## config.mk

```make
export PLATFORM = sky130hd
export DESIGN_NAME = posb_voice_store
export DESIGN_NICKNAME = d
export VERILOG_FILES = /design/src/rtl/assert_macros.svh /design/src/rtl/posb_pkg.sv /design/src/rtl/posb_voice_store.sv
export SDC_FILE = /design/constraint.sdc
export NUM_CORES = 2
export LEC_CHECK = 0
export BUFFER_PORTS_ARGS = -buffer_cell sky130_fd_sc_hd__buf_2
export CAP_MARGIN = 20
export CELL_PAD_IN_SITES_DETAIL_PLACEMENT = 0
export CELL_PAD_IN_SITES_GLOBAL_PLACEMENT = 1
export CORE_MARGIN = 10
export CORE_UTILIZATION = 55
export CTS_CLUSTER_DIAMETER = 200
export DETAILED_ROUTE_END_ITERATION = 8
export PLACE_DENSITY = 0.75
export SKIP_CTS_REPAIR_TIMING = 1
export SYNTH_ARGS = -nofsm -noshare
export SYNTH_HDL_FRONTEND = slang
export SYNTH_SLANG_ARGS = --single-unit
```

## constraint.sdc

```tcl
create_clock -name i_clk -period 7.9 [get_ports i_clk]
set_input_delay 0.395 -clock i_clk [delete_from_list [all_inputs] [get_ports i_clk]]
set_output_delay 0.395 -clock i_clk [all_outputs]
set_load 0.03 [all_outputs]
```

## src/rtl/assert_macros.svh

```systemverilog
// shared assertion helpers for the oscillator bank
`ifndef ASSERT_MACROS_SVH
`define ASSERT_MACROS_SVH

// same-cycle implication, checked outside reset
`define ASSERT_IMPL(label, clk, rst_n, ante, cons, msg) \
    label: assert property (@(posedge clk) disable iff (!rst_n) (ante) |-> (cons)) \
        else $error(msg);

// next-cycle implication, checked outside reset
`define ASSERT_NEXT(label, clk, rst_n, ante, cons, msg) \
    label: assert property (@(posedge clk) disable iff (!rst_n) (ante) |=> (cons)) \
        else $error(msg);

`endif

```

## src/rtl/posb_pkg.sv

```systemverilog
package posb_pkg;

    // default configuration
    localparam int DEF_VOICES         = 60;
    localparam int DEF_TABLE_BITS     = 10;
    localparam int DEF_SINE_AMPLITUDE = 2047;

    // field widths
    localparam int REQ_W    = 2;
    localparam int KEY_W    = 6;
    localparam int PHASE_W  = 32;
    localparam int SAMPLE_W = 12;
    localparam int ROM_W    = 16;

    // request codes
    localparam logic [REQ_W-1:0] REQ_ATTACK  = REQ_W'(0);
    localparam logic [REQ_W-1:0] REQ_RELEASE = REQ_W'(1);
    localparam logic [REQ_W-1:0] REQ_SAMPLE  = REQ_W'(2);

    // output saturation limits
    localparam int SAMPLE_MAX     = 2047;
    localparam int SAMPLE_MIN     = -2048;
    localparam int SAMPLE_MIN_MAG = 2048;

    // pi/2 in q30 and the taylor denominators (2k)(2k+1)
    localparam logic [63:0] HALF_PI_Q30 = 64'd1686629713;
    localparam int          TAYLOR_TERMS = 10;
    localparam logic [63:0] TAYLOR_DIV [TAYLOR_TERMS] = '{
        64'd6, 64'd20, 64'd42, 64'd72, 64'd110,
        64'd156, 64'd210, 64'd272, 64'd342, 64'd420
    };

    // voice store control between sequencer and store
    typedef struct packed {
        logic attack;
        logic rd;
        logic upd;
    } t_store_ctl;

    // one sine table entry, quarter-wave symmetric, evaluated at elaboration
    function automatic logic signed [ROM_W-1:0] sine_entry(
        input int unsigned idx,
        input int unsigned table_bits,
        input int unsigned amp
    );
        logic [63:0]              quarter;
        logic [63:0]              quad;
        logic [63:0]              rem;
        logic [63:0]              r;
        logic [63:0]              x;
        logic [63:0]              term;
        logic signed [63:0]       sum;
        logic [63:0]              scaled;
        logic signed [ROM_W-1:0]  v;
        quarter = 64'd1 << (table_bits - 2);
        quad    = 64'(idx) >> (table_bits - 2);
        rem     = 64'(idx) & (quarter - 64'd1);
        r       = quad[0] ? (quarter - rem) : rem;
        x       = (r * HALF_PI_Q30) >> (table_bits - 2);
        term    = x;
        sum     = signed'(x);
        for (int k = 0; k < TAYLOR_TERMS; k++) begin
            term = (term * x) >> 30;
            term = (term * x) >> 30;
            term = term / TAYLOR_DIV[k];
            if (k % 2 == 0) begin
                sum = sum - signed'(term);
            end else begin
                sum = sum + signed'(term);
            end
        end
        if (sum < 0) begin
            sum = 64'sd0;
        end
        scaled = ((unsigned'(sum) * 64'(amp)) + (64'd1 << 29)) >> 30;
        v      = ROM_W'(scaled);
        if (quad[1]) begin
            v = -v;
        end
        return v;
    endfunction

endpackage

```

## src/rtl/posb_voice_store.sv

```systemverilog
module posb_voice_store #(
    parameter  int VOICES = posb_pkg::DEF_VOICES,
    localparam int VIDX_W = (VOICES > 1) ? $clog2(VOICES) : 1
) (
    input  logic                          i_clk,
    input  posb_pkg::t_store_ctl          i_ctl,
    input  logic [VIDX_W-1:0]             i_wr_addr,
    input  logic [posb_pkg::PHASE_W-1:0]  i_step,
    input  logic [VIDX_W-1:0]             i_rd_addr,
    output logic [posb_pkg::PHASE_W-1:0]  o_phase
);
    import posb_pkg::*;

    logic [PHASE_W-1:0] mem_phase [VOICES];
    logic [PHASE_W-1:0] mem_step  [VOICES];

    logic [PHASE_W-1:0] r_phase;
    logic [PHASE_W-1:0] r_step;
    logic [VIDX_W-1:0]  r_rd_addr;

    logic               w_wr_en;
    logic [VIDX_W-1:0]  w_wr_addr;
    logic [PHASE_W-1:0] w_wr_phase;

    // single phase write port: attack clears, walk writes the advanced phase
    always_comb begin
        w_wr_en    = i_ctl.attack | i_ctl.upd;
        w_wr_addr  = i_ctl.attack ? i_wr_addr : r_rd_addr;
        w_wr_phase = i_ctl.attack ? '0 : (r_phase + r_step);
    end

    // memories with registered read
    always_ff @(posedge i_clk) begin
        if (w_wr_en) begin
            mem_phase[w_wr_addr] <= w_wr_phase;
        end
        if (i_ctl.attack) begin
            mem_step[i_wr_addr] <= i_step;
        end
        if (i_ctl.rd) begin
            r_phase   <= mem_phase[i_rd_addr];
            r_step    <= mem_step[i_rd_addr];
            r_rd_addr <= i_rd_addr;
        end
    end

    assign o_phase = r_phase;

endmodule

```

Word-level counts from Yosys, hierarchy flattened. Memory sizes are Yosys's and may differ from the RTL's. A register that Yosys moved wholly into a read port is not among the register bits. Cells that the tools add are included.

Register bits after elaboration: 6. RAM bits: 3840. Bits of input ports: 48. Output and inout port bits: 32. Logic and storage cells: 11. Memories: 2.

Memory list: mem_phase (words 60, width 32, rd ports 1, clocked after Yosys merged registers in 1, wr ports 1, RTL line posb_voice_store.sv:14) `logic [PHASE_W-1:0] mem_phase [VOICES];`; mem_step (words 60, width 32, rd ports 1, clocked after Yosys merged registers in 1, wr ports 1, RTL line posb_voice_store.sv:15) `logic [PHASE_W-1:0] mem_step [VOICES];`.

Add/subtract/negate cells: 1. Muxes and demuxes: 6. Bitwise logic cells: 1.

Operators by type and width (number): adder 32 bit (1); 2-to-1 mux 32 bit (1); 2-to-1 mux 6 bit (1); 2-to-1 mux 1 bit (4); OR 1 bit (1).

Depth between registers and ports, before layout.
Depth after elaboration: 3. Depth in mapped cells: 10. Gate-level depth less buffers: 9.

Least setup slack after synthesis. Ideal clock, no wire load.

Kind: reg-to-reg. Start: reg r_phase[8] (netlist: o_phase[8]), read port of mem_phase. End: mem mem_phase[0][21], data pin. Setup time: 0.651 ns. Arrival: 4.447 ns. Data required time: 7.249 ns. Setup slack: 2.802 ns. Stages on the path, launching flop included: 9. Buffers on the path: 1. Clock period less this slack: 5.098 ns. Path through: edfxtp_1 ha_1 buf_2 and4_1 nand3_1 a21o_1 a2111oi_2 nor3_1 nor3_1.

Cells in the longest elaborated chain, start to end: 2.

Ends and longest elaborated chain: start, declared (RTL line posb_voice_store.sv:17) `logic [PHASE_W-1:0] r_phase;`; adder 32 bit (RTL line posb_voice_store.sv:29) `w_wr_phase = i_ctl.attack ? '0 : (r_phase + r_step);`; 2-to-1 mux 32 bit (RTL line posb_voice_store.sv:29); net w_wr_phase[21] (RTL line posb_voice_store.sv:23) `logic [PHASE_W-1:0] w_wr_phase;`; end, declared (RTL line posb_voice_store.sv:14).

The timed path passes the listed nets, and every way through them passes these cells.

Worst setup path after layout.
Start: reg r_rd_addr[2]. End: mem mem_phase[20][2], enable pin.

Cells in the longest elaborated chain, start to end: 1.

Ends and longest elaborated chain: start, declared (RTL line posb_voice_store.sv:19) `logic [VIDX_W-1:0] r_rd_addr;`; start signal, assigned (RTL line posb_voice_store.sv:43) `r_rd_addr <= i_rd_addr;`; 2-to-1 mux 6 bit (RTL line posb_voice_store.sv:28) `w_wr_addr = i_ctl.attack ? i_wr_addr : r_rd_addr;`.

Every way passes these cells.

==> metrics.md <==
| Metric | Value |
|---|---|
| Outcome | complete, no violations |
| Crit path capture type | flip-flop |
| Post-Syn Area per Cell | 23.2 um^2 |
| Register Area | 117000 um^2 |
| Die area | 296000 um^2 |
| Synth Cell Area | 151000 um^2 |
| Worst Slack Setup Final | 3.91 ns |
| Ports | 80 |
| Final setup viols | 0 |
| Synth Flop Type | edfxtp_1 |
| Yosys cell types | 65 |
| Total track usage | 27.0% |
| Kind of critical path | flip-flop to flip-flop |
| R2R Setup Slk | 3.91 ns |
| Ys async rst share | 0% |
| Sequential power share | 53.0% |
| Tcrit/Tclk final | 50.6% |
| Clock power frac | 40.0% |
| Wire per inst | 37.1 um |
| Post-synth EDFFs | 3910 |
| Die height | 544 um |
| Initial DRC Count | 10000 |
| Worst VDD drop | 189 uV |
| Initial antenna violation count | 19 |
| Synth area leaders | edfxtp_1 78%, mux4_2 16%, mux2i_1 0.76%, nand2_1 0.46%, nor2_1 0.45% |
| Synthesized flop and latch total | 3910 |
| Placer Congestion | 0.919 |
| Setup tns final | 0 ns |
| RSZ-0062 raised after global routing | false |
| Layout Skew | 0.0515 ns |
| Final hold viol count | 0 |
| Startpoint types | flip-flop |
| F_max | 0.250 GHz |
| Core Area | 273000 um^2 |
| Largest net degree at the start of global routing | 115 |
| Num rows | 192 |
| Die Wd | 544 um |
| Area leader, netlist | edfxtp_1 |
| Global Route met3 Usage | 6.12% |
| Least-Margin Pin Slew | 1.22 ns |
| Synthesis-to-layout area growth | 12.6% |
| Reg2Reg Launch Point | r_rd_addr[2] |
| Hold Path Class | input port to flip-flop |
| Mapped Nets | 6586 |
| Pleak | 53.0 nW |
| Synth top cells by count | 3910 x edfxtp_1, 1087 x mux4_2, 185 x nand2_1, 181 x nor2_1, 153 x clkbuf_1 |
| Combinational power share | 7.0% |
| Ys Warns | 0 |
| Post-Place Cells | 10000 |
| Final std cells w/o fill | 10800 |
| Total number of vias | 73200 |
| Max Slew Vio Count | 0 |
| Global-route met2 utilization | 41.6% |
| Slew HR | 18.7% |
| Cells on worst reg2reg path | 5 |
| Gr ovfl total | 0 |
| Pint | 34.8 mW |
| CTS Root Cell | clkbuf_16 |
| Top-area cell type share of the netlist area | 77.8% |
| CTS Buf Count | 383 |
| Detailed Place HPWL | 217000 um |
| Hold Crit Start | i_step[6] |
| Drt drc | 0 |
| Sw Ratio | 22.1% |
| Placement Setup Slack | 3.60 ns |
| Worst-Skew Late Latency | 0.92 ns |
| Max-cap violation count | 0 |
| Mapped Cells | 6506 |
| First-pass GRT wire length | 566000 um |
| Worst hold path depth | 1 |
| Final core occ | 62.1% |
| CTS tree | built |
| Clk pin slew, worst setup/hold paths | 0.07 ns |
| Critical path arrival | 4.54 ns |
| Sequential area share after synthesis | 77.8% |
| Via/cell ratio | 6.80 |
| Area of the multi-input gates | 32800 um^2 |
| # fillers | 18000 |
| H-tree depth | 5 |
| Initial core utilization | 55.2% |
| Worst Hold Endpoint | mem_step[7][6] |
| Clk buf depth | 4 |
| DRT Pass-1 Iters | 8 |
| Final min period | 3.99 ns |
| Most common cell in the netlist | edfxtp_1 |
| Met1 global-route usage | 38.8% |
| Remaining antenna violation count | 0 |
| Share of cells above drive strength 1 | 29.6% |
| Power per Cell Area | 263 nW/um^2 |
| Net switching power | 9.86 mW |
| CP Data Required Time | 8.44 ns |
| Most used routing layer | met2 |
| # nets final | 6948 |
| CP Max Fanout | 18 |
| Port bufs | 79 |
| Vias in the first global route | 73200 |
| Reg2reg end | mem_phase[20][2] |
| Routed WL | 400000 um |
| CTS Sinks | 3910 |
==> cells by family (layout without fill, tap and decap cells) <==
| kind of cell | count (synthesis) | count (layout) | share of synthesized area, % |
|---|---|---|---|
| flops | 3910 | 3910 | 77.8 |
| simple gates | 544 | 544 | 1.62 |
| other cells | 0 | 13 | 0 |
| compound gates | 432 | 432 | 1.96 |
| buf+inv | 357 | 1018 | 1.15 |
| mux | 1224 | 1224 | 17.2 |
| fa+ha+maj | 32 | 32 | 0.270 |
| xor+xnor | 7 | 7 | 0.0406 |
==> worst max-delay path by stage <==
stage | startpoint | end | slack (ns)
finish | r_rd_addr[2] | mem_phase[20][2] | 3.91
global route | r_step[1] | mem_phase[55][24] | 3.89
CTS | o_phase[8] | mem_phase[44][25] | 3.87
detailed placement | i_rd_addr[0] | r_step[7] | 3.60
global placement | i_rd_addr[0] | r_step[10] | 3.25
floorplan | o_phase[8] | mem_phase[0][21] | 2.80
==> placed cells by master (no fill, tap or decap), drive strengths merged, types with 9 or more instances in the layout <==
| master | instances |
|---|---|
| clkinvlp | 18 |
| o211ai | 24 |
| mux4 | 1087 |
| nor3 | 24 |
| diode | 13 |
| o21ai | 49 |
| mux2i | 114 |
| edfxtp | 3910 |
| nand3 | 22 |
| dlygate4sd3 | 9 |
| bufinv | 36 |
| and2 | 17 |
| nand2b | 15 |
| o221ai | 11 |
| ha | 31 |
| a22oi | 20 |
| clkbuf | 457 |
| nor2b | 62 |
| buf | 312 |
| inv | 25 |
| a21oi | 85 |
| clkinv | 161 |
| a31oi | 24 |
| a221o | 19 |
| nor2 | 181 |
| nand2 | 185 |
| a22o | 23 |
| a211oi | 74 |
| o22ai | 55 |
| mux2 | 23 |
| nand4 | 11 |
==> through the flow <==
step	area [um^2]	hold WS, ns	total power, mW
finish	170000	0.00889	44.7
global route	170000	0.0137	46.0
CTS	169000	-0.0440	44.9
detailed placement	157000	0.865	27.2
global placement	157000	0.856	27.1
floorplan	151000	0.494	25.9
==> area by class of cell <==
| cell class | instances | share of cell area [%] |
|---|---|---|
| Antenna cell | 13 | 0.0192 |
| Clock buffer | 456 | 5.92 |
| Clock inverter | 228 | 1.26 |
| Inverter | 12 | 0.0265 |
| Multi-Input combinational cell | 2239 | 19.3 |
| Sequential cell | 3910 | 69.1 |
| Tap cell | 3589 | 2.64 |
| Timing Repair Buffer | 322 | 1.70 |
==> registers in the layout (all words and copies together), names as in the netlist <==
register   count
r_rd_addr      6
o_phase       32
mem_phase   1920
mem_step    1920
r_step        32
==> power groups by stage <==
stage	clock [mW]	combinational (mW)	sequential, mW
floorplan	0	1.73	24.1
global placement	0	2.90	24.2
detailed placement	0	3.02	24.2
CTS	18.1	3.03	23.7
global route	18.9	3.30	23.7
finish	17.9	3.11	23.7
==> per-layer routing <==
layer	wire (um)	part of all wire (%)
met5	128	0.032
met1	151000	38
met4	16500	4.1
met2	189000	47
met3	43700	11
==> worst max-delay path, cell delays in order (launching register included) <==
cell	delay, ns
edfxtp_1	0.35
nand2_1	0.06
o21ai_0	0.81
nand2_1	0.79
nor2_4	1.05
buf_4	0.53
No activity file was read; power rests on OpenSTA's default activity.
