--- config.mk ---
export PLATFORM = sky130hd
export DESIGN_NAME = posb_scale
export DESIGN_NICKNAME = d
export VERILOG_FILES = /design/src/rtl/assert_macros.svh /design/src/rtl/posb_pkg.sv /design/src/rtl/posb_scale.sv
export SDC_FILE = /design/constraint.sdc
export NUM_CORES = 1
export LEC_CHECK = 0
export BUFFER_PORTS_ARGS = -buffer_cell sky130_fd_sc_hd__clkbuf_2
export CORE_UTILIZATION = 59
export DETAILED_ROUTE_END_ITERATION = 6
export GPL_TIMING_DRIVEN = 1
export MAX_ROUTING_LAYER = met4
export PLACE_DENSITY = 0.8
export REMOVE_ABC_BUFFERS = 1
export SLEW_MARGIN = 25
export SYNTH_ARGS = -nofsm -noshare
export SYNTH_HDL_FRONTEND = slang
export SYNTH_SLANG_ARGS = --single-unit
export TNS_END_PERCENT = 5
--- constraint.sdc ---
create_clock -name i_clk -period 6.64 [get_ports i_clk]
set_clock_uncertainty 0.05 [all_clocks]
set_input_delay 1.328 -clock i_clk [delete_from_list [all_inputs] [get_ports i_clk]]
set_output_delay 1.328 -clock i_clk [all_outputs]
set_load 0.01 [all_outputs]
--- src/rtl/assert_macros.svh ---
// shared assertion helpers for the oscillator bank
`ifndef ASSERT_MACROS_SVH
`define ASSERT_MACROS_SVH

// same-cycle implication, checked outside reset
`define ASSERT_IMPL(label, clk, rst_n, ante, cons, msg) \
    label: assert property (@(posedge clk) disable iff (!rst_n) (ante) |-> (cons)) \
        else $error(msg);

// next-cycle implication, checked outside reset
`define ASSERT_NEXT(label, clk, rst_n, ante, cons, msg) \
    label: assert property (@(posedge clk) disable iff (!rst_n) (ante) |=> (cons)) \
        else $error(msg);

`endif

--- src/rtl/posb_pkg.sv ---
package posb_pkg;

    // default configuration
    localparam int DEF_VOICES         = 60;
    localparam int DEF_TABLE_BITS     = 10;
    localparam int DEF_SINE_AMPLITUDE = 2047;

    // field widths
    localparam int REQ_W    = 2;
    localparam int KEY_W    = 6;
    localparam int PHASE_W  = 32;
    localparam int SAMPLE_W = 12;
    localparam int ROM_W    = 16;

    // request codes
    localparam logic [REQ_W-1:0] REQ_ATTACK  = REQ_W'(0);
    localparam logic [REQ_W-1:0] REQ_RELEASE = REQ_W'(1);
    localparam logic [REQ_W-1:0] REQ_SAMPLE  = REQ_W'(2);

    // output saturation limits
    localparam int SAMPLE_MAX     = 2047;
    localparam int SAMPLE_MIN     = -2048;
    localparam int SAMPLE_MIN_MAG = 2048;

    // pi/2 in q30 and the taylor denominators (2k)(2k+1)
    localparam logic [63:0] HALF_PI_Q30 = 64'd1686629713;
    localparam int          TAYLOR_TERMS = 10;
    localparam logic [63:0] TAYLOR_DIV [TAYLOR_TERMS] = '{
        64'd6, 64'd20, 64'd42, 64'd72, 64'd110,
        64'd156, 64'd210, 64'd272, 64'd342, 64'd420
    };

    // voice store control between sequencer and store
    typedef struct packed {
        logic attack;
        logic rd;
        logic upd;
    } t_store_ctl;

    // one sine table entry, quarter-wave symmetric, evaluated at elaboration
    function automatic logic signed [ROM_W-1:0] sine_entry(
        input int unsigned idx,
        input int unsigned table_bits,
        input int unsigned amp
    );
        logic [63:0]              quarter;
        logic [63:0]              quad;
        logic [63:0]              rem;
        logic [63:0]              r;
        logic [63:0]              x;
        logic [63:0]              term;
        logic signed [63:0]       sum;
        logic [63:0]              scaled;
        logic signed [ROM_W-1:0]  v;
        quarter = 64'd1 << (table_bits - 2);
        quad    = 64'(idx) >> (table_bits - 2);
        rem     = 64'(idx) & (quarter - 64'd1);
        r       = quad[0] ? (quarter - rem) : rem;
        x       = (r * HALF_PI_Q30) >> (table_bits - 2);
        term    = x;
        sum     = signed'(x);
        for (int k = 0; k < TAYLOR_TERMS; k++) begin
            term = (term * x) >> 30;
            term = (term * x) >> 30;
            term = term / TAYLOR_DIV[k];
            if (k % 2 == 0) begin
                sum = sum - signed'(term);
            end else begin
                sum = sum + signed'(term);
            end
        end
        if (sum < 0) begin
            sum = 64'sd0;
        end
        scaled = ((unsigned'(sum) * 64'(amp)) + (64'd1 << 29)) >> 30;
        v      = ROM_W'(scaled);
        if (quad[1]) begin
            v = -v;
        end
        return v;
    endfunction

endpackage

--- src/rtl/posb_scale.sv ---
module posb_scale #(
    parameter int SUM_W = 23
) (
    input  logic                                  i_clk,
    input  logic                                  i_rst_n,
    input  logic                                  i_start,
    input  logic signed [SUM_W-1:0]               i_sum,
    output logic                                  o_done,
    output logic signed [posb_pkg::SAMPLE_W-1:0]  o_sample
);
    import posb_pkg::*;

    // divide by 5 as multiply by ceil(2^k/5), exact for magnitudes below 2^(k-2)
    localparam int MAG_W  = (SUM_W > 14) ? SUM_W : 14;
    localparam int DIV_K  = MAG_W + 3;
    localparam int M_W    = MAG_W + 1;
    localparam int PROD_W = MAG_W + M_W;
    localparam int Q_W    = PROD_W - DIV_K;
    localparam logic [M_W-1:0] DIV_M = M_W'(((64'd1 << DIV_K) + 64'd4) / 64'd5);

    logic                       r_v1;
    logic                       r_v2;
    logic                       r_done;
    logic                       r_neg1;
    logic                       r_neg2;
    logic [MAG_W-1:0]           r_mag;
    logic [PROD_W-1:0]          r_prod;
    logic signed [SAMPLE_W-1:0] r_sample;

    logic signed [MAG_W-1:0]    w_ext;
    logic [Q_W-1:0]             w_q;
    logic signed [SAMPLE_W-1:0] w_sat;

    assign w_ext = MAG_W'(i_sum);
    assign w_q   = r_prod[PROD_W-1:DIV_K];

    // restore sign and clip
    always_comb begin
        if (r_neg2) begin
            w_sat = (w_q > Q_W'(SAMPLE_MIN_MAG)) ? SAMPLE_W'(SAMPLE_MIN)
                                                 : -signed'(w_q[SAMPLE_W-1:0]);
        end else begin
            w_sat = (w_q > Q_W'(SAMPLE_MAX)) ? SAMPLE_W'(SAMPLE_MAX)
                                             : signed'(w_q[SAMPLE_W-1:0]);
        end
    end

    // stage control
    always_ff @(posedge i_clk) begin
        if (!i_rst_n) begin
            r_v1   <= 1'b0;
            r_v2   <= 1'b0;
            r_done <= 1'b0;
        end else begin
            r_v1   <= i_start;
            r_v2   <= r_v1;
            r_done <= r_v2;
        end
    end

    // magnitude, product, clipped result
    always_ff @(posedge i_clk) begin
        if (i_start) begin
            r_neg1 <= w_ext[MAG_W-1];
            r_mag  <= w_ext[MAG_W-1] ? unsigned'(-w_ext) : unsigned'(w_ext);
        end
        if (r_v1) begin
            r_neg2 <= r_neg1;
            r_prod <= r_mag * DIV_M;
        end
        if (r_v2) begin
            r_sample <= w_sat;
        end
    end

    assign o_done   = r_done;
    assign o_sample = r_sample;

endmodule

After elaboration in Yosys (flattened, before gate mapping):

Cells that the tools add are included.

* $add $sub $neg: 2
* $mul: 1
* magnitude comparators: 2
* muxes and demuxes: 4

Operators by type and width (count)
* 23-bit by 24-bit multiplier with 47-bit output, second input constant: 1
* 12-bit 2-to-1 mux: 3
* 23-bit negator: 1
* 22-bit 2-to-1 mux: 1
* 21-bit by 11-bit > comparator with 1-bit output, second input constant: 1
* 21-bit by 12-bit > comparator with 1-bit output, second input constant: 1
* 12-bit negator: 1

* register bits after elaboration: 87
* output and inout bits: 13
* logic and storage cells: 18

Logic depth before layout (Yosys ltp):

Gate-level depths: netlist of run 1.

* depth in word-level cells: 3
* gate-level depth with buffers: 24

Least setup slack after synthesis of run 1:

No wires, ideal clock.

* kind: register -> register
* from: register r_mag[6]
* to: register r_prod[41] (data pin)
* arrival time: 5.895 ns
* required time: 6.331 ns
* path slack: 0.436 ns
* cell stages (with the launch flop): 23
* period minus slack after synthesis: 6.204 ns
* cell sequence: edfxtp_1 -> inv_1 -> ha_1 -> fa_1 -> fa_1 -> inv_1 -> fa_1 -> inv_1 -> fa_1 -> inv_1 -> fa_1 -> inv_1 -> fa_1 -> inv_1 -> ha_1 -> nand3_1 -> o211ai_1 -> a2111oi_0 -> a21oi_1 -> nor2_1 -> o21ai_0 -> a41oi_1 -> xnor2_1

* longest elaborated chain between the ends: 1

Ends and longest elaborated chain
* from (decl): line posb_scale.sv:26 `logic [MAG_W-1:0] r_mag;`
* from (signal assigned): line posb_scale.sv:65 `r_mag <= w_ext[MAG_W-1] ? unsigned'(-w_ext) : unsigned'(w_ext);`
* 23-bit by 24-bit multiplier with 47-bit output: line posb_scale.sv:69 `r_prod <= r_mag * DIV_M;`
* to (signal assigned): line posb_scale.sv:69
* to (decl): line posb_scale.sv:27 `logic [PROD_W-1:0] r_prod;`

No other way between the ends.
A chain may end at the register's enable or synchronous reset.

Worst setup path in the final report of run 1:

* from: register r_mag[12]
* to: register r_prod[36] (data pin)

The elaborated chain is that of the path after synthesis.

==> results of run 1 <==
==> through the flow <==
| stage | cells | utilization | TNS, ps | instance area [µm²] |
|---|---|---|---|---|
| 2_1_floorplan | 1049 | - | 0 | 10500 |
| 3_3_place_gp | 1330 | 0.639 | 0 | 11100 |
| 3_5_place_dp | 1330 | 0.639 | -111 | 11100 |
| 4_1_cts | 1346 | 0.658 | 0 | 11400 |
| 5_1_grt | 1349 | 0.667 | -145 | 11600 |
| 6_report | 1349 | 0.667 | 0 | 11600 |
==> registers in the layout, indices dropped and copies added, names as in the netlist <==
| signal | flops |
|---|---|
| r_mag | 23 |
| r_prod | 21 |
| r_neg2 | 1 |
| o_done | 1 |
| r_v2 | 1 |
| r_v1 | 1 |
| r_neg1 | 1 |
| o_sample | 12 |
==> worst max-delay path, cell delays in order (launching register included) <==
cell	delay [ps]
edfxtp_1	410
inv_1	70
ha_1	290
inv_1	70
fa_1	590
inv_1	80
fa_1	560
inv_1	80
fa_1	450
fa_1	450
fa_1	510
inv_1	50
fa_1	530
inv_1	40
ha_1	340
buf_4	180
a21oi_1	140
o211ai_1	130
a2111oi_1	410
a21oi_1	70
nor2_1	140
buf_4	180
o21bai_2	90
a41oi_1	270
xnor2_1	90
==> cell type report <==
class	count	area, µm²	share of cell area
Tap cell	225	282	0.0243
Sequential cell	61	1800	0.156
Timing Repair Buffer	59	348	0.0300
Clock inverter	6	68.8	0.00594
Multi-Input combinational cell	707	7790	0.672
Clock buffer	10	239	0.0206
Inverter	281	1050	0.0911
==> metal layers <==
| metal | wire [µm] | track usage |
|---|---|---|
| met5 | 0 | - |
| met4 | 1170 | 0.140 |
| met3 | 1110 | 0.0505 |
| met2 | 11900 | 0.470 |
| met1 | 9450 | 0.320 |
==> cells in the final DEF (no fill, tap or decap), types with 17 or more instances in the layout <==
master / instances
a21o_1: 21
ha_1: 200
xnor2_1: 39
fa_1: 142
a21oi_1: 36
nand3_1: 17
nand2_1: 47
nor2_1: 29
o21ai_0: 31
inv_1: 280
buf_4: 21
clkbuf_2: 38
edfxtp_1: 58
==> kinds of logic after synthesis <==
logic type,synth area share
mux,0.00107
compound gates,0.0908
flops,0.171
xor+xnor,0.0365
buf+inv,0.106
fa+ha+maj,0.516
simple gates,0.0793
==> worst paths after layout <==
check | endpoint | cells after the start | slack, ps | from
hold reg to reg | r_neg2$_DFFE_PP_ | 0 | 500 | r_neg1$_DFFE_PP_
setup / recovery | r_prod[36]$_DFFE_PP_ | 24 | 140 | r_mag[12]$_DFFE_PP_
setup reg to reg | r_prod[36]$_DFFE_PP_ | 24 | 140 | r_mag[12]$_DFFE_PP_
hold / removal | r_neg2$_DFFE_PP_ | 0 | 500 | r_neg1$_DFFE_PP_
==> repair_timing <==
item,in CTS,in global routing
endpoints found under the hold margin,0,0
cloned,0,0
pin swaps,0,7
setup endpoints to repair,8,14
gates resized for setup,5,25
setup buffers,0,3
==> impl_metrics.py, run 1 <==
metrics = {
    "clocking": {
        "holdBufCountCts": 0,
        "htree_num_levels": 3,
        "clock_latency_ps": 350,
        "cts_buffers": 9,
        "cts_buffer_depth": 2,
        "root_buffer": "clkbuf_16",
        "clock-sinks": 61,
        "path_clk_slew_ps": 70,
        "cts_tree": "yes",
    },
    "place": {
        "dp_slack_ps": -57.2,
        "gp_congestion": 0.982,
        "post-dp-hpwl_um": 20200,
        "numPortBuffers": 38,
    },
    "timing": {
        "hold-worst-slack_ps": 504,
        "fmax_ghz": 0.154,
        "fin_crit_sh": 0.979,
        "finalSetupViolCount": 0,
        "hold_viol": 0,
        "worst_slew_pin_slew_ps": 918,
        "layout_setup_ws_ps": 138,
        "finalMaxSlewViolations": 0,
        "fin_crit_ps": 6500,
        "relSlewSlack": 0.387,
    },
    "yosys": {
        "synth.most_common_cell": "inv_1",
        "yosysWarnings": 0,
        "ys_top_cells_by_area": "fa_1 (27%), ha_1 (24%), edfxtp_1 (17%)",
        "synth_area_per_cell_um2": 9.92,
        "async_flop_share": 0,
        "synth_flop_cell": "edfxtp_1",
        "ys_seq_elements": 61,
        "yosysSeqAreaShare": 0.171,
        "yosysTopAreaCell": "fa_1",
        "synth.top_cell.area_share": 0.271,
        "ys_types": 57,
        "synth_commonest_cells": "inv_1 (280), ha_1 (206), fa_1 (143)",
        "syn_inst": 1063,
        "netlist_area_mm2": 0.0105,
        "synth_edf_count": 58,
    },
    "floorplan": {
        "die_w_um": 136,
        "dieArea_mm2": 0.0184,
        "rows": 48,
        "start_util": 0.608,
        "design.core.area_mm2": 0.0174,
        "ios": 39,
        "dieHeight_um": 136,
    },
    "worst_hold_path": {
        "hp-class": "flop to flop",
    },
    "drt": {
        "wire_per_inst_um": 17.5,
        "dr.pass1.iters": 5,
        "vias": 7500,
        "ant_nets": 0,
        "dr.first_iter.drc_count": 506,
        "routed_wirelength_um": 23600,
        "viasPerCell": 5.56,
        "remaining_drc_errors": 0,
    },
    "worst_setup_path": {
        "worstPathArrival_ps": 6560,
        "critPathLaunchType": "flop",
        "crit_path_end_kind": "flop",
        "cp_data_required_time_ps": 6690,
        "critPathMaxFanout": 5,
        "path_class": "flop to flop",
    },
    "grt": {
        "grt_pass1_vias": 7736,
        "grt_pass1_wl_um": 37300,
        "grt_usage": 0.279,
        "antenna_found_initial": 1,
        "grt_max_degree": 26,
        "grt_overflow": 0,
    },
    "finish": {
        "synthToLayoutAreaGrowth_pct": 9.82,
        "antennaDiodeCount": 0,
        "fill_cells": 1318,
        "final_nets": 1494,
        "drive_gt1_frac": 0.0970,
    },
    "flow_run": {
        "maxCapViolCount": 0,
    },
    "outcome": {
        "status": "finished, final reports clean",
    },
}
Power of run 1 is not shown: default switching activity piles up to over one toggle a cycle in this logic, so the estimate is an artifact.
==> inputs of run 2 (changes only) <==
CORE_UTILIZATION = 64   (was 59)
PLACE_DENSITY = 0.82   (was 0.8)
clock period = 7.54 ns   (was 6.64 ns; I/O delays follow)
==> run 2 against run 1 <==
Compared with the run above: worst setup slack better by 520 ps; register-to-register slack better by 520 ps; global-route usage is 2.9 points higher; clock-buffer cell count is 1 lower; non-clock buffer count is 21 lower; utilization is 3.6 points higher; flip-flop and latch count stayed put; via count is 0.12% higher; first-iteration DRC count is 0.40% lower; fmax is 5.5% lower.
==> impl_metrics.py, run 2 (same netlist as run 1, synthesis figures left out) <==
metrics = {
    "outcome": {
        "status": "finished, final reports clean",
    },
    "clocking": {
        "cts_resized": 0,
        "clock_latency_ps": 350,
        "htree_num_levels": 3,
        "clock-sinks": 61,
        "root_buffer": "clkbuf_16",
        "post-cts-setup-buffers": 0,
        "cts_tree": "yes",
        "path_clk_slew_ps": 70,
        "holdBufCountCts": 0,
        "cts_buffer_depth": 2,
        "cts_buffers": 9,
    },
    "timing": {
        "fmax_ghz": 0.145,
        "fin_setup_tns_ps": 0,
        "layout_setup_ws_ps": 657,
        "relSlewSlack": 0.390,
        "hold_viol": 0,
        "fin_crit_sh": 0.913,
        "fin_crit_ps": 6880,
        "rsz0062_at_grt": "no",
        "worst_slew_pin_slew_ps": 913,
        "finalMaxSlewViolations": 0,
        "finalSetupViolCount": 0,
    },
    "worst_hold_path": {
        "hp-class": "flop to flop",
        "min_delay_path_depth": 0,
    },
    "place": {
        "numPortBuffers": 38,
        "gp_congestion": 1.01,
        "dp_slack_ps": 667,
        "post-dp-hpwl_um": 20200,
    },
    "worst_setup_path": {
        "rr_worst_depth": 22,
        "cp_data_required_time_ps": 7570,
        "critPathLaunchType": "flop",
        "crit_path_end_kind": "flop",
        "critPathMaxFanout": 7,
        "path_class": "flop to flop",
        "reg2reg_setup_slack_ps": 660,
        "worstPathArrival_ps": 6910,
    },
    "floorplan": {
        "start_util": 0.659,
        "die_w_um": 130,
        "ios": 39,
        "dieArea_mm2": 0.0170,
        "design.core.area_mm2": 0.0160,
        "rows": 46,
        "dieHeight_um": 130,
    },
    "drt": {
        "routed_wirelength_um": 23200,
        "wire_per_inst_um": 17.6,
        "dr.first_iter.drc_count": 504,
        "vias": 7509,
        "viasPerCell": 5.69,
        "ant_nets": 0,
        "dr.pass1.iters": 5,
        "remaining_drc_errors": 0,
    },
    "finish": {
        "synthToLayoutAreaGrowth_pct": 6.63,
        "layout_common_cells": "inv_1 (280), ha_1 (206), fa_1 (143)",
        "final_nets": 1473,
        "antennaDiodeCount": 0,
        "final_common_cell": "inv_1",
        "largest-register": "r_mag",
        "drive_gt1_frac": 0.0589,
        "largest_register_ffs": 23,
    },
    "grt": {
        "antenna_found_initial": 0,
        "grt_max_degree": 26,
        "grt_pass1_wl_um": 38000,
        "grt_usage": 0.309,
        "grt_pass1_vias": 7937,
        "grt_overflow": 0,
    },
    "flow_run": {
        "maxCapViolCount": 0,
    },
}
[run 2: changes by cell type in the layout (fill, tap and decap cells not counted), sizes merged]
cell and change:
buf -21, clkbuf -1, clkinv +2, inv -1
[run 2: per-layer routing]
metal  track usage  wire length [µm]  vias up
li1              -                 -     3559
met1         0.352              9360     3582
met2         0.508             11200      278
met3        0.0562              1170       90
met4         0.187              1440        0
met5             -                 0        -
[run 2: path summary, 6_finish.rpt]
path	start	end
max reg2reg	r_mag[6]$_DFFE_PP_	r_prod[41]$_DFFE_PP_
min reg2reg	r_neg1$_DFFE_PP_	r_neg2$_DFFE_PP_
max	r_mag[6]$_DFFE_PP_	r_prod[41]$_DFFE_PP_
min	r_neg1$_DFFE_PP_	r_neg2$_DFFE_PP_
[run 2: per-stage QoR]
stage,hold slack [ps],instance area [µm²],util,instances
6_report,463,11200,0.703,1319
5_1_grt,465,11200,0.703,1319
4_1_cts,456,11200,0.703,1319
3_5_place_dp,429,10900,0.684,1303
3_3_place_gp,406,10900,0.684,1303
2_1_floorplan,350,10500,-,1049
[run 2: final cells by class]
type                       count  area [µm²]
multi-input combinational    707        7630
fill                        1169        4750
sequential                    61        1800
inverter                     281        1050
tap                          216         270
clock buffer                   9         225
timing repair buffer          38         190
clock inverter                 7        73.8
[run 2: worst max-delay path, cell delays in order, from the launching register on]
cell and delay (ps):
edfxtp_1 430, inv_1 90, ha_1 350, fa_1 520
fa_1 600, inv_1 100, fa_1 510, inv_1 80
fa_1 500, inv_1 60, fa_1 520, inv_1 50
fa_1 530, inv_1 40, ha_1 390, nand3_1 170
nor3_1 350, nand4_1 130, o221ai_1 270, nor2_1 160
o21ai_0 340, a41oi_1 210, xnor2_1 170
Power of run 2 is left out for the same reason.
